**src/hdl/key_debounce_autorepeat_top_defines.svh**
```systemverilog
// Assertion macros for the key debounce block.
`ifndef KEY_DEBOUNCE_AUTOREPEAT_TOP_DEFINES_SVH
`define KEY_DEBOUNCE_AUTOREPEAT_TOP_DEFINES_SVH

`ifndef SYNTHESIS
`define KDA_ASSERT_SAME(lbl, clk, rst_n, ante, cons) \
  lbl: assert property (@(posedge clk) disable iff (!rst_n) (ante) |-> (cons)) \
    else $error("kda assertion failed");
`define KDA_ASSERT_NEXT(lbl, clk, rst_n, ante, cons) \
  lbl: assert property (@(posedge clk) disable iff (!rst_n) (ante) |=> (cons)) \
    else $error("kda assertion failed");
`else
`define KDA_ASSERT_SAME(lbl, clk, rst_n, ante, cons)
`define KDA_ASSERT_NEXT(lbl, clk, rst_n, ante, cons)
`endif

`endif

```
**src/hdl/kda_pkg.sv**
```systemverilog
package kda_pkg;

  typedef struct packed {
    logic [1:0] mode;
    logic [2:0] key;
    logic       level;
  } kda_in_t;

  typedef struct packed {
    logic       event_valid;
    logic [1:0] event_kind;
    logic [2:0] event_key;
    logic [7:0] double_count;
  } kda_out_t;

  typedef struct packed {
    logic [7:0] history;
    logic [7:0] tick;
    logic [3:0] phase;
    logic [7:0] press;
  } kda_entry_t;

  typedef struct packed {
    logic       valid;
    logic [1:0] kind;
  } kda_event_t;

  localparam int ENTRY_W = $bits(kda_entry_t);

  localparam logic [1:0] MODE_SAMPLE = 2'd0;
  localparam logic [1:0] MODE_PAUSE  = 2'd1;
  localparam logic [1:0] MODE_KILL   = 2'd2;
  localparam logic [1:0] MODE_QUERY  = 2'd3;

  localparam logic [1:0] EV_FIRST = 2'd0;
  localparam logic [1:0] EV_REPT  = 2'd1;
  localparam logic [1:0] EV_LONG  = 2'd2;
  localparam logic [1:0] EV_BREAK = 2'd3;

  localparam logic [3:0] PH_OFF    = 4'd0;
  localparam logic [3:0] PH_R1     = 4'd1;
  localparam logic [3:0] PH_R2     = 4'd2;
  localparam logic [3:0] PH_R4     = 4'd3;
  localparam logic [3:0] PH_R8     = 4'd4;
  localparam logic [3:0] PH_R16    = 4'd5;
  localparam logic [3:0] PH_START  = 4'd6;
  localparam logic [3:0] PH_DELAY  = 4'd7;
  localparam logic [3:0] PH_PAUSE  = 4'd8;
  localparam logic [3:0] PH_KILLED = 4'd9;

  localparam logic [7:0] EARLY_DELAY_TICKS = 8'd20;
  localparam logic [7:0] EARLY_R16_TICKS   = 8'd16;
  localparam logic [7:0] IDLE_PRESS_TICKS  = 8'd20;
  localparam logic [7:0] IDLE_ZERO_TICKS   = 8'd30;
  localparam logic [7:0] LONG_TICK         = 8'd38;
  localparam logic [7:0] DELAY_TICKS       = 8'd40;
  localparam logic [7:0] SPEEDUP_TICKS     = 8'd48;
  localparam logic [7:0] PAUSE_TICKS       = 8'd64;

endpackage

```
**src/hdl/key_debounce_autorepeat_top.sv**
```systemverilog
// Data path: an input transfer loads the stage-1 register, and its result is held in the
// output register; an output stall (out_ready low) can hold either stage.
// Throughput: one item per cycle while out_ready does not stall the output, set by the single
// read-modify-write pass over the per-key state memory, with forwarding of the last write.
// Reset: synchronous active-low; all keys read as zero state, repeat delay on.
`include "key_debounce_autorepeat_top_defines.svh"

module key_debounce_autorepeat_top
  import kda_pkg::*;
  #(
    parameter int NUM_KEYS   = 8,
    parameter int PRESS_BITS = 4
  )
  (
    input  logic     clk,
    input  logic     rst_n,
    input  logic     in_valid,
    output logic     in_ready,
    input  kda_in_t  in_data,
    output logic     out_valid,
    input  logic     out_ready,
    output kda_out_t out_data,
    input  logic     cfg_valid,
    output logic     cfg_ready,
    input  logic     cfg_data
  );

  localparam int AW = (NUM_KEYS > 1) ? $clog2(NUM_KEYS) : 1;
  localparam logic [5:0] KEY_LIMIT = 6'(NUM_KEYS);

  logic              delay_mode_r;
  logic              s1_valid_r;
  kda_in_t           s1_item_r;
  logic              s1_inrange_r;
  logic [AW-1:0]     s1_addr_r;
  logic [NUM_KEYS-1:0] init_r;
  logic              fwd_valid_r;
  logic [AW-1:0]     fwd_addr_r;
  kda_entry_t        fwd_entry_r;
  logic              out_valid_r;
  kda_out_t          out_data_r;
  kda_out_t          out_data_nxt;

  logic              in_xfer;
  logic              advance;
  logic              commit;
  logic              wr_en;
  logic [AW-1:0]     in_addr;
  logic              in_inrange;
  logic [ENTRY_W-1:0] ram_rdata;
  kda_entry_t        cur_entry;
  kda_entry_t        nxt_entry;
  kda_event_t        evt;

  assign cfg_ready  = 1'b1;
  assign advance    = !out_valid_r || out_ready;
  assign in_ready   = !s1_valid_r || advance;
  assign in_xfer    = in_valid && in_ready;
  assign commit     = s1_valid_r && advance;
  assign wr_en      = commit && s1_inrange_r;
  assign in_addr    = AW'(in_data.key);
  assign in_inrange = {3'b000, in_data.key} < KEY_LIMIT;

  kda_ram #(
    .WIDTH (ENTRY_W),
    .DEPTH (NUM_KEYS)
  ) u_state_ram (
    .clk   (clk),
    .we    (wr_en),
    .waddr (s1_addr_r),
    .wdata (nxt_entry),
    .re    (in_xfer),
    .raddr (in_addr),
    .rdata (ram_rdata)
  );

  always_comb begin
    if (fwd_valid_r && fwd_addr_r == s1_addr_r) begin
      cur_entry = fwd_entry_r;
    end else if (init_r[s1_addr_r]) begin
      cur_entry = kda_entry_t'(ram_rdata);
    end else begin
      cur_entry = '0;
    end
  end

  kda_update #(
    .PRESS_BITS (PRESS_BITS)
  ) u_update (
    .item       (s1_item_r),
    .cur        (cur_entry),
    .delay_mode (delay_mode_r),
    .nxt        (nxt_entry),
    .evt        (evt)
  );

  always_comb begin
    out_data_nxt = '0;
    if (s1_inrange_r) begin
      out_data_nxt.event_valid  = evt.valid;
      out_data_nxt.event_kind   = evt.kind;
      out_data_nxt.event_key    = evt.valid ? s1_item_r.key : 3'd0;
      out_data_nxt.double_count = nxt_entry.press;
    end
  end

  always_ff @(posedge clk) begin
    if (!rst_n) begin
      delay_mode_r <= 1'b1;
      s1_valid_r   <= 1'b0;
      init_r       <= '0;
      fwd_valid_r  <= 1'b0;
      out_valid_r  <= 1'b0;
    end else begin
      if (cfg_valid && cfg_ready) begin
        delay_mode_r <= cfg_data;
      end
      if (in_xfer) begin
        s1_valid_r <= 1'b1;
      end else if (commit) begin
        s1_valid_r <= 1'b0;
      end
      if (wr_en) begin
        init_r[s1_addr_r] <= 1'b1;
        fwd_valid_r       <= 1'b1;
      end
      if (commit) begin
        out_valid_r <= 1'b1;
      end else if (out_ready) begin
        out_valid_r <= 1'b0;
      end
    end
  end

  always_ff @(posedge clk) begin
    if (in_xfer) begin
      s1_item_r    <= in_data;
      s1_inrange_r <= in_inrange;
      s1_addr_r    <= in_addr;
    end
    if (wr_en) begin
      fwd_addr_r  <= s1_addr_r;
      fwd_entry_r <= nxt_entry;
    end
    if (commit) begin
      out_data_r <= out_data_nxt;
    end
  end

  assign out_valid = out_valid_r;
  assign out_data  = out_data_r;

  `KDA_ASSERT_SAME(a_no_event_fields, clk, rst_n, out_valid && !out_data.event_valid, out_data.event_kind == EV_FIRST && out_data.event_key == 3'd0)
  `KDA_ASSERT_SAME(a_stall_blocks_input, clk, rst_n, s1_valid_r && out_valid_r && !out_ready, !in_ready)
  `KDA_ASSERT_NEXT(a_transfer_enters_stage, clk, rst_n, in_valid && in_ready, s1_valid_r)

endmodule

```
**src/hdl/kda_ram.sv**
```systemverilog
module kda_ram
  #(
    parameter int WIDTH = 28,
    parameter int DEPTH = 8,
    localparam int AW = (DEPTH > 1) ? $clog2(DEPTH) : 1
  )
  (
    input  logic             clk,
    input  logic             we,
    input  logic [AW-1:0]    waddr,
    input  logic [WIDTH-1:0] wdata,
    input  logic             re,
    input  logic [AW-1:0]    raddr,
    output logic [WIDTH-1:0] rdata
  );

  logic [WIDTH-1:0] mem [DEPTH];

  always_ff @(posedge clk) begin
    if (we) begin
      mem[waddr] <= wdata;
    end
    if (re) begin
      rdata <= mem[raddr];
    end
  end

endmodule

```
**src/hdl/kda_update.sv**
```systemverilog
module kda_update
  import kda_pkg::*;
  #(
    parameter int PRESS_BITS = 4
  )
  (
    input  kda_in_t    item,
    input  kda_entry_t cur,
    input  logic       delay_mode,
    output kda_entry_t nxt,
    output kda_event_t evt
  );

  localparam logic [7:0] ONES = 8'((1 << PRESS_BITS) - 1);

  always_comb begin
    logic [7:0] h;
    logic [7:0] cnt;
    logic [3:0] ph;
    logic [7:0] dbl;
    logic       valid;
    logic [1:0] kind;
    logic       early;
    logic [3:0] mask;
    h     = cur.history;
    cnt   = cur.tick;
    ph    = cur.phase;
    dbl   = cur.press;
    valid = 1'b0;
    kind  = EV_FIRST;
    early = 1'b0;
    mask  = 4'd0;
    unique case (item.mode)
      MODE_PAUSE: begin
        ph  = PH_PAUSE;
        cnt = 8'd0;
      end
      MODE_KILL: begin
        ph  = PH_KILLED;
        dbl = 8'd0;
      end
      MODE_QUERY: begin
      end
      MODE_SAMPLE: begin
        h   = {cur.history[6:0], item.level};
        cnt = cur.tick + 8'd1;
        if (ph != PH_OFF && h == 8'd0) begin
          if (ph != PH_KILLED) begin
            valid = 1'b1;
            kind  = EV_BREAK;
            if (delay_mode) begin
              early = (ph == PH_DELAY) && (cnt < EARLY_DELAY_TICKS);
            end else begin
              early = (ph == PH_R16) && (cnt < EARLY_R16_TICKS);
            end
            if (!early) begin
              dbl = 8'd0;
            end
          end
          cnt = 8'd0;
          ph  = PH_OFF;
        end
        if (ph == PH_OFF) begin
          if (h == ONES) begin
            ph = PH_START;
            if (cnt > IDLE_PRESS_TICKS) begin
              dbl = 8'd0;
            end
            cnt = 8'd0;
          end else if (h == 8'd0 && cnt > IDLE_ZERO_TICKS) begin
            dbl = 8'd0;
          end
        end else if (ph == PH_START) begin
          valid = 1'b1;
          kind  = EV_FIRST;
          dbl   = dbl + 8'd1;
          ph    = delay_mode ? PH_DELAY : PH_R16;
          cnt   = 8'd0;
        end else if (ph == PH_DELAY) begin
          if (cnt == LONG_TICK) begin
            valid = 1'b1;
            kind  = EV_LONG;
          end
          if (cnt == DELAY_TICKS) begin
            ph  = PH_R16;
            cnt = 8'd0;
          end
        end else if (ph >= PH_R1 && ph <= PH_R16) begin
          if (ph == PH_R16 && !delay_mode && cnt == LONG_TICK) begin
            valid = 1'b1;
            kind  = EV_LONG;
          end
          if (ph >= PH_R2 && cnt >= SPEEDUP_TICKS) begin
            ph  = ph - 4'd1;
            cnt = 8'd0;
          end
          case (ph)
            PH_R2:   mask = 4'b0001;
            PH_R4:   mask = 4'b0011;
            PH_R8:   mask = 4'b0111;
            PH_R16:  mask = 4'b1111;
            default: mask = 4'b0000;
          endcase
          if (!valid && (cnt[3:0] & mask) == 4'd0) begin
            valid = 1'b1;
            kind  = EV_REPT;
          end
        end else if (ph == PH_PAUSE) begin
          if (cnt >= PAUSE_TICKS) begin
            ph  = PH_R8;
            cnt = 8'd0;
          end
        end
      end
      default: begin
      end
    endcase
    nxt.history = h;
    nxt.tick    = cnt;
    nxt.phase   = ph;
    nxt.press   = dbl;
    evt.valid   = valid;
    evt.kind    = valid ? kind : EV_FIRST;
  end

endmodule
```
**config.mk**
```make
export PLATFORM = sky130hd
export DESIGN_NAME = key_debounce_autorepeat_top
export DESIGN_NICKNAME = d
export VERILOG_FILES = /design/src/hdl/kda_pkg.sv /design/src/hdl/key_debounce_autorepeat_top.sv /design/src/hdl/kda_ram.sv /design/src/hdl/kda_update.sv
export VERILOG_INCLUDE_DIRS = /design/src /design/src/hdl
export SDC_FILE = /design/constraint.sdc
export NUM_CORES = 1
export LEC_CHECK = 0
export ABC_CLOCK_PERIOD_IN_PS = 6180
export BUFFER_PORTS_ARGS = -buffer_cell sky130_fd_sc_hd__clkbuf_2
export CORE_MARGIN = 1
export CORE_UTILIZATION = 59
export DETAILED_ROUTE_END_ITERATION = 7
export PLACE_DENSITY_LB_ADDON = 0.08
export SLEW_MARGIN = 20
export SYNTH_ARGS = -nofsm -noshare
export SYNTH_HDL_FRONTEND = slang
export SYNTH_SLANG_ARGS = --single-unit
```
**constraint.sdc**
```tcl
create_clock -name clk -period 6.18 [get_ports clk]
set_input_delay 1.236 -clock clk [delete_from_list [all_inputs] [get_ports clk]]
set_output_delay 1.236 -clock clk [all_outputs]
set_load 0.02 [all_outputs]
```
## Word-level counts from Yosys, hierarchy flattened

Memory sizes are Yosys's and may differ from the RTL's. A register that Yosys moved wholly into a read port is not among the register bits.
Cells that the tools add are included.

| storage, ports and cells | value |
|---|---|
| register bits after elaboration | 55 |
| bits in writable memories | 224 |
| input bits | 12 |
| output and inout bits | 17 |
| word-level logic and storage cells | 169 |
| memories | 1 |

| cells by class | value |
|---|---|
| add/subtract/negate cells | 3 |
| $lt $le $gt $ge | 11 |
| eq/ne operators | 17 |
| muxes and demuxes | 92 |
| bitwise logic cells | 2 |
| reductions and logical operators | 27 |

Memory list:

| memory | words | width | rd ports | clocked after Yosys merged registers in | wr ports | RTL line | RTL |
|---|---|---|---|---|---|---|---|
| u_state_ram.mem | 8 | 28 | 1 | 1 | 1 | kda_ram.sv:17 | `logic [WIDTH-1:0] mem [DEPTH];` |

Operators by type and width:

| kind | count |
|---|---|
| two-way mux 8 bit | 26 |
| two-way mux 4 bit | 21 |
| two-way mux 28 bit | 2 |
| one-hot mux 8 bit (2 select lines) | 2 |
| == test 4 x 3 -> 1 bit (second input constant) | 7 |
| two-way mux 1 bit | 27 |
| two-way mux 2 bit | 10 |
| adder 8 x 1 -> 8 bit (second input constant) | 2 |
| == test 8 x 6 -> 1 bit (second input constant) | 2 |
| > comparator 8 x 5 -> 1 bit (second input constant) | 2 |
| < comparator 8 x 5 -> 1 bit (second input constant) | 2 |
| one-hot mux 4 bit (4 select lines) | 1 |
| logical AND 1 bit | 13 |
| one-hot mux 4 bit (3 select lines) | 1 |
| == test 4 x 2 -> 1 bit (second input constant) | 2 |
| == test 8 x 4 -> 1 bit (second input constant) | 1 |
| greater-or-equal comparator 8 x 6 -> 1 bit (second input constant) | 1 |
| greater-or-equal comparator 8 x 7 -> 1 bit (second input constant) | 1 |
| logical NOT 4 bit | 2 |
| logical NOT 8 bit | 1 |
| bitwise OR 8 bit | 1 |
| AND 4 bit | 1 |
| == test 4 bit (second input constant) | 1 |
| greater-or-equal comparator 4 x 1 -> 1 bit (second input constant) | 1 |
| other kinds (17) | 22 |

## Logic depth before layout (Yosys ltp)

| logic depth | value |
|---|---|
| word-level depth | 33 |
| depth in mapped cells | 26 |
| mapped depth without buffers | 20 |

## Cells and area by module

Synthesis repeated with hierarchy kept, for this count alone.

| unflattened totals | value |
|---|---|
| cell total of the unflattened synthesis | 762 |
| area, all modules | 13301.5 um2 |

By module, submodules not included:

| module | instances | cells an instance | area each (um2) |
|---|---|---|---|
| kda_ram | 1 | 364 | 9322.7 |
| key_debounce_autorepeat_top | 1 | 151 | 2302.2 |
| kda_update | 1 | 247 | 1676.6 |

## Worst setup path after synthesis

Ideal clock, no wire load.

| path | value |
|---|---|
| kind | reg-to-reg |
| start point | reg s1_addr_r[0] |
| end point | reg out_data_r (netlist bit out_data[6]) (data pin) |
| library setup time | 166 ps |
| arrival | 5336 ps |
| data required time | 6014 ps |
| path slack | 678 ps |
| stages on the path, launching flop included | 27 |
| buffers on the path | 7 |
| period minus slack after synthesis | 5502 ps |
| cell sequence | edfxtp_1 buf_6 xnor2_4 and4_1 buf_4 buf_4 buf_4 buf_4 buf_2 buf_1 nand2_1 o21ai_0 ha_1 nand3_1 or3_4 a211oi_4 nor3b_4 o31ai_1 o41a_1 nor2_1 ha_1 inv_1 nor2_1 nand3_1 or2_2 a21oi_1 a21o_1 |

RTL lines:

| item | RTL line | RTL |
|---|---|---|
| start: declaration | key_debounce_autorepeat_top.sv:35 | `logic [AW-1:0] s1_addr_r;` |
| start signal: assignment | key_debounce_autorepeat_top.sv:139 | `s1_addr_r <= in_addr;` |
| end signal: assignment | key_debounce_autorepeat_top.sv:146 | `out_data_r <= out_data_nxt;` |
| end: declaration | key_debounce_autorepeat_top.sv:41 | `kda_out_t out_data_r;` |

==> results.toml <==
[grt]
grt_max_degree = 56
grt_util_all_layers_pct = 28.1
grt_pass1_wl_mm = 46.1
grt_overflow_total = 0
grt_pass1_vias = 7614
antenna_found_initial = 0

[synthesis]
synth_fp_nets = 815
ys_seq_area_share_pct = 67.1
synth_cells = 801
yosys.cell_types.count = 93
synth-async-reset-ratio_pct = 0
dominantRegCellSynth = "edfxtp_1"
ys_warn_count = 0
synth_seq_cells = 297
synth_edf_count = 285
netlist_area_sq_um = 13100
syn_avg_cell_area_sq_um = 16.4

[clock_tree]
cts_tree = "done"
ctsHoldBuffers = 0
cts_sinks = 297
cts_root_buf = "clkbuf_16"
cts-resized-gates = 0
cts_made_buffers = 29
ctsHtreeMaxLevel = 1
clock_path_buffers = 3
post_cts_buffers = 0
clk_latency_ps = 550
clk_pin_slew_ps = 60

[hold_path]
hold_start = "init_r[0]"
worstHoldPathType = "register to register"
hold_path_depth = 1
min_to = "init_r[0]"

[pwr]
leakage_uw = 0.00483
p_int_uw = 3300
p_sw_uw = 912
p_per_area_nw_per_um2 = 288
p_clk_share_pct = 39.4
seq_power_share_pct = 54.4
ir_worst_vdd_v = 0.000319
combPwrFrac_pct = 6.2
p_sw_share_pct = 21.7

[final_layout]
drive_gt1_share_pct = 25.9
diodes = 0
nNetsFinal = 853
area_growth_pct = 11.6
fillerInstances = 1462
final_util_pct = 67.1

[floorplan]
design.die.area_sq_um = 22800
core-area_sq_um = 21800
pin_count = 29
dieHeight_um = 151
die_x_um = 151
rows = 54
start_util_pct = 60.1

[route]
drc = 0
wl_met3_mm = 1.95
routed.top_layer = "met4"
dr_wl_met2_mm = 15.1
avgRoutedWirePerCell_um = 27.0
viasPerCell = 6.69
postRouteAntennaNets = 0
dr.first_iter.drc_count = 662
routed-via-count = 7642
m1WireLength_mm = 12.8
dr.pass1.iters = 5
finalWirelength_mm = 30.8

[placed_design]
gp_congestion = 0.915
post-dp-hpwl_mm = 19.4
io_buffers = 27

[setup_path]
start_kind = "register"
cp_data_arrival_time_ps = 5920
required_ps = 6430
critPathMaxFanout = 24
endpoint_kind = "register"
r2r-end = "u_state_ram.mem[5][4]"
crit_type = "register to register"
r2r-start = "s1_addr_r[0]"
reg2reg_depth = 20
worst-r2r-setup-slack_ps = 510

[sta]
setup_violations = 0
fmax_ghz = 0.176
rsz0062_at_grt = "no"
finalHoldViolations = 0
tns_ps = 0
post-route-period-util_pct = 91.7
worstMarginPinSlew_ps = 1120
finalCriticalPeriod_ps = 5670
relSlewSlack_pct = 25.0
skew_ps = 10.5
report.final.slew_viol_count = 0

[run_status]
status = "completed"

[job]
cap_violations = 0
power by group through the flow:
| stage | clock, uW | sequential [uW] | combinational, uW |
|---|---|---|---|
| 2_1_floorplan | 0 | 2310 | 189 |
| 5_1_grt | 1750 | 2290 | 279 |
| 4_1_cts | 1690 | 2290 | 257 |
| 3_3_place_gp | 0 | 2330 | 250 |
| 6_report | 1660 | 2290 | 260 |
| 3_5_place_dp | 0 | 2330 | 256 |
flip-flops by register name, summed over array words and instances, names as in the netlist:
register	count
delay_mode_r	1
fwd_addr_r	3
fwd_entry_r	19
fwd_valid_r	1
init_r	8
out_data	14
out_valid	1
s1_addr_r	3
s1_item_r	3
s1_valid_r	1
u_state_ram.mem	216
u_state_ram.rdata	27
stage by stage:
step	hold slack, ps	total power [uW]	std cells	setup slack [ps]	area, sq um
floorplan	440	2500	801	678	13100
global placement	466	2580	1081	804	13600
detailed placement	468	2590	1082	533	13600
CTS	482	4230	1136	467	14500
global route	493	4320	1142	58.2	14600
finish	481	4210	1142	512	14600
worst max-delay path, stage by stage (launching register included):
cell,delay (ps)
edfxtp_1,610
xnor2_4,260
and4_2,340
buf_4,310
nand2_1,100
o21ai_0,140
ha_1,320
nand3_1,120
or3_4,390
a211oi_4,390
nor3b_4,350
o31ai_1,180
o41a_1,500
nor2_1,180
ha_1,170
inv_1,40
nor2_1,210
nand3_1,180
nand2_1,120
a2bb2oi_1,260
o41ai_4,190
cell usage after synthesis (all sizes together) (7+ instances only):
master,n,area [sq um]
a21oi,29,168
and3,11,68.8
buf,25,174
clkbuf,19,71.3
dfxtp,12,240
edfxtp,285,8560
inv,8,30.0
mux2,28,315
mux2i,7,70.1
mux4,54,1220
nand2,62,233
nand3,21,110
nor2,33,124
nor3,10,60.1
o21a,13,97.6
o21ai,33,173
o31ai,8,73.8
xnor2,7,106
area by class of cell:
| class | count | area (sq um) | area share [%] |
|---|---|---|---|
| Clock buffer | 37 | 786 | 5.37 |
| Clock inverter | 17 | 120 | 0.821 |
| Inverter | 8 | 30.0 | 0.205 |
| Multi-Input combinational cell | 452 | 4130 | 28.2 |
| Sequential cell | 297 | 8800 | 60.1 |
| Tap cell | 280 | 350 | 2.39 |
| Timing Repair Buffer | 51 | 418 | 2.86 |
cell usage in the layout (no fill, tap or decap), types with 18 or more instances in the layout:
master / netlist / layout
edfxtp_1: 285 / 285
nand2_1: 62 / 62
mux4_2: 54 / 54
clkbuf_16: 0 / 29
mux2_2: 28 / 28
a21oi_1: 27 / 27
clkbuf_2: 0 / 26
nor2_1: 33 / 25
o21ai_0: 24 / 24
nand3_1: 20 / 20
buf_4: 15 / 18
metal layers:
metal	GRT usage (%)	vias up
li1	-	3328
met1	38.6	3926
met2	46.3	326
met3	3.98	62
met4	9.80	0
met5	0	-
how the worst max path moves through the flow:
stage / startpoint / end / slack (ps) / depth (start not counted)
2_1_floorplan: s1_addr_r[0] / out_data[6] / 680 / 26
3_3_place_gp: s1_addr_r[2] / u_state_ram.mem[2][4] / 800 / 19
6_report: s1_addr_r[0] / u_state_ram.mem[5][4] / 510 / 20
3_5_place_dp: s1_addr_r[0] / u_state_ram.mem[3][4] / 530 / 18
4_1_cts: s1_addr_r[0] / u_state_ram.mem[4][4] / 470 / 17
5_1_grt: s1_addr_r[0] / u_state_ram.mem[0][6] / 60 / 20
kinds of logic (layout without fill, tap and decap cells):
family	after synthesis	count (layout)	share of synthesized area [%]
other	1	1	0.0286
XOR/XNOR	9	9	0.944
flip-flops	297	297	67.1
adder cells (fa/ha/maj)	2	2	0.191
AO/OA/AOI/OAI	167	167	10.2
multiplexers	89	89	12.2
AND/OR/NAND/NOR	184	184	7.28
buffers and inverters	52	113	2.10
Note: power is estimated with default switching activity, not from simulation.
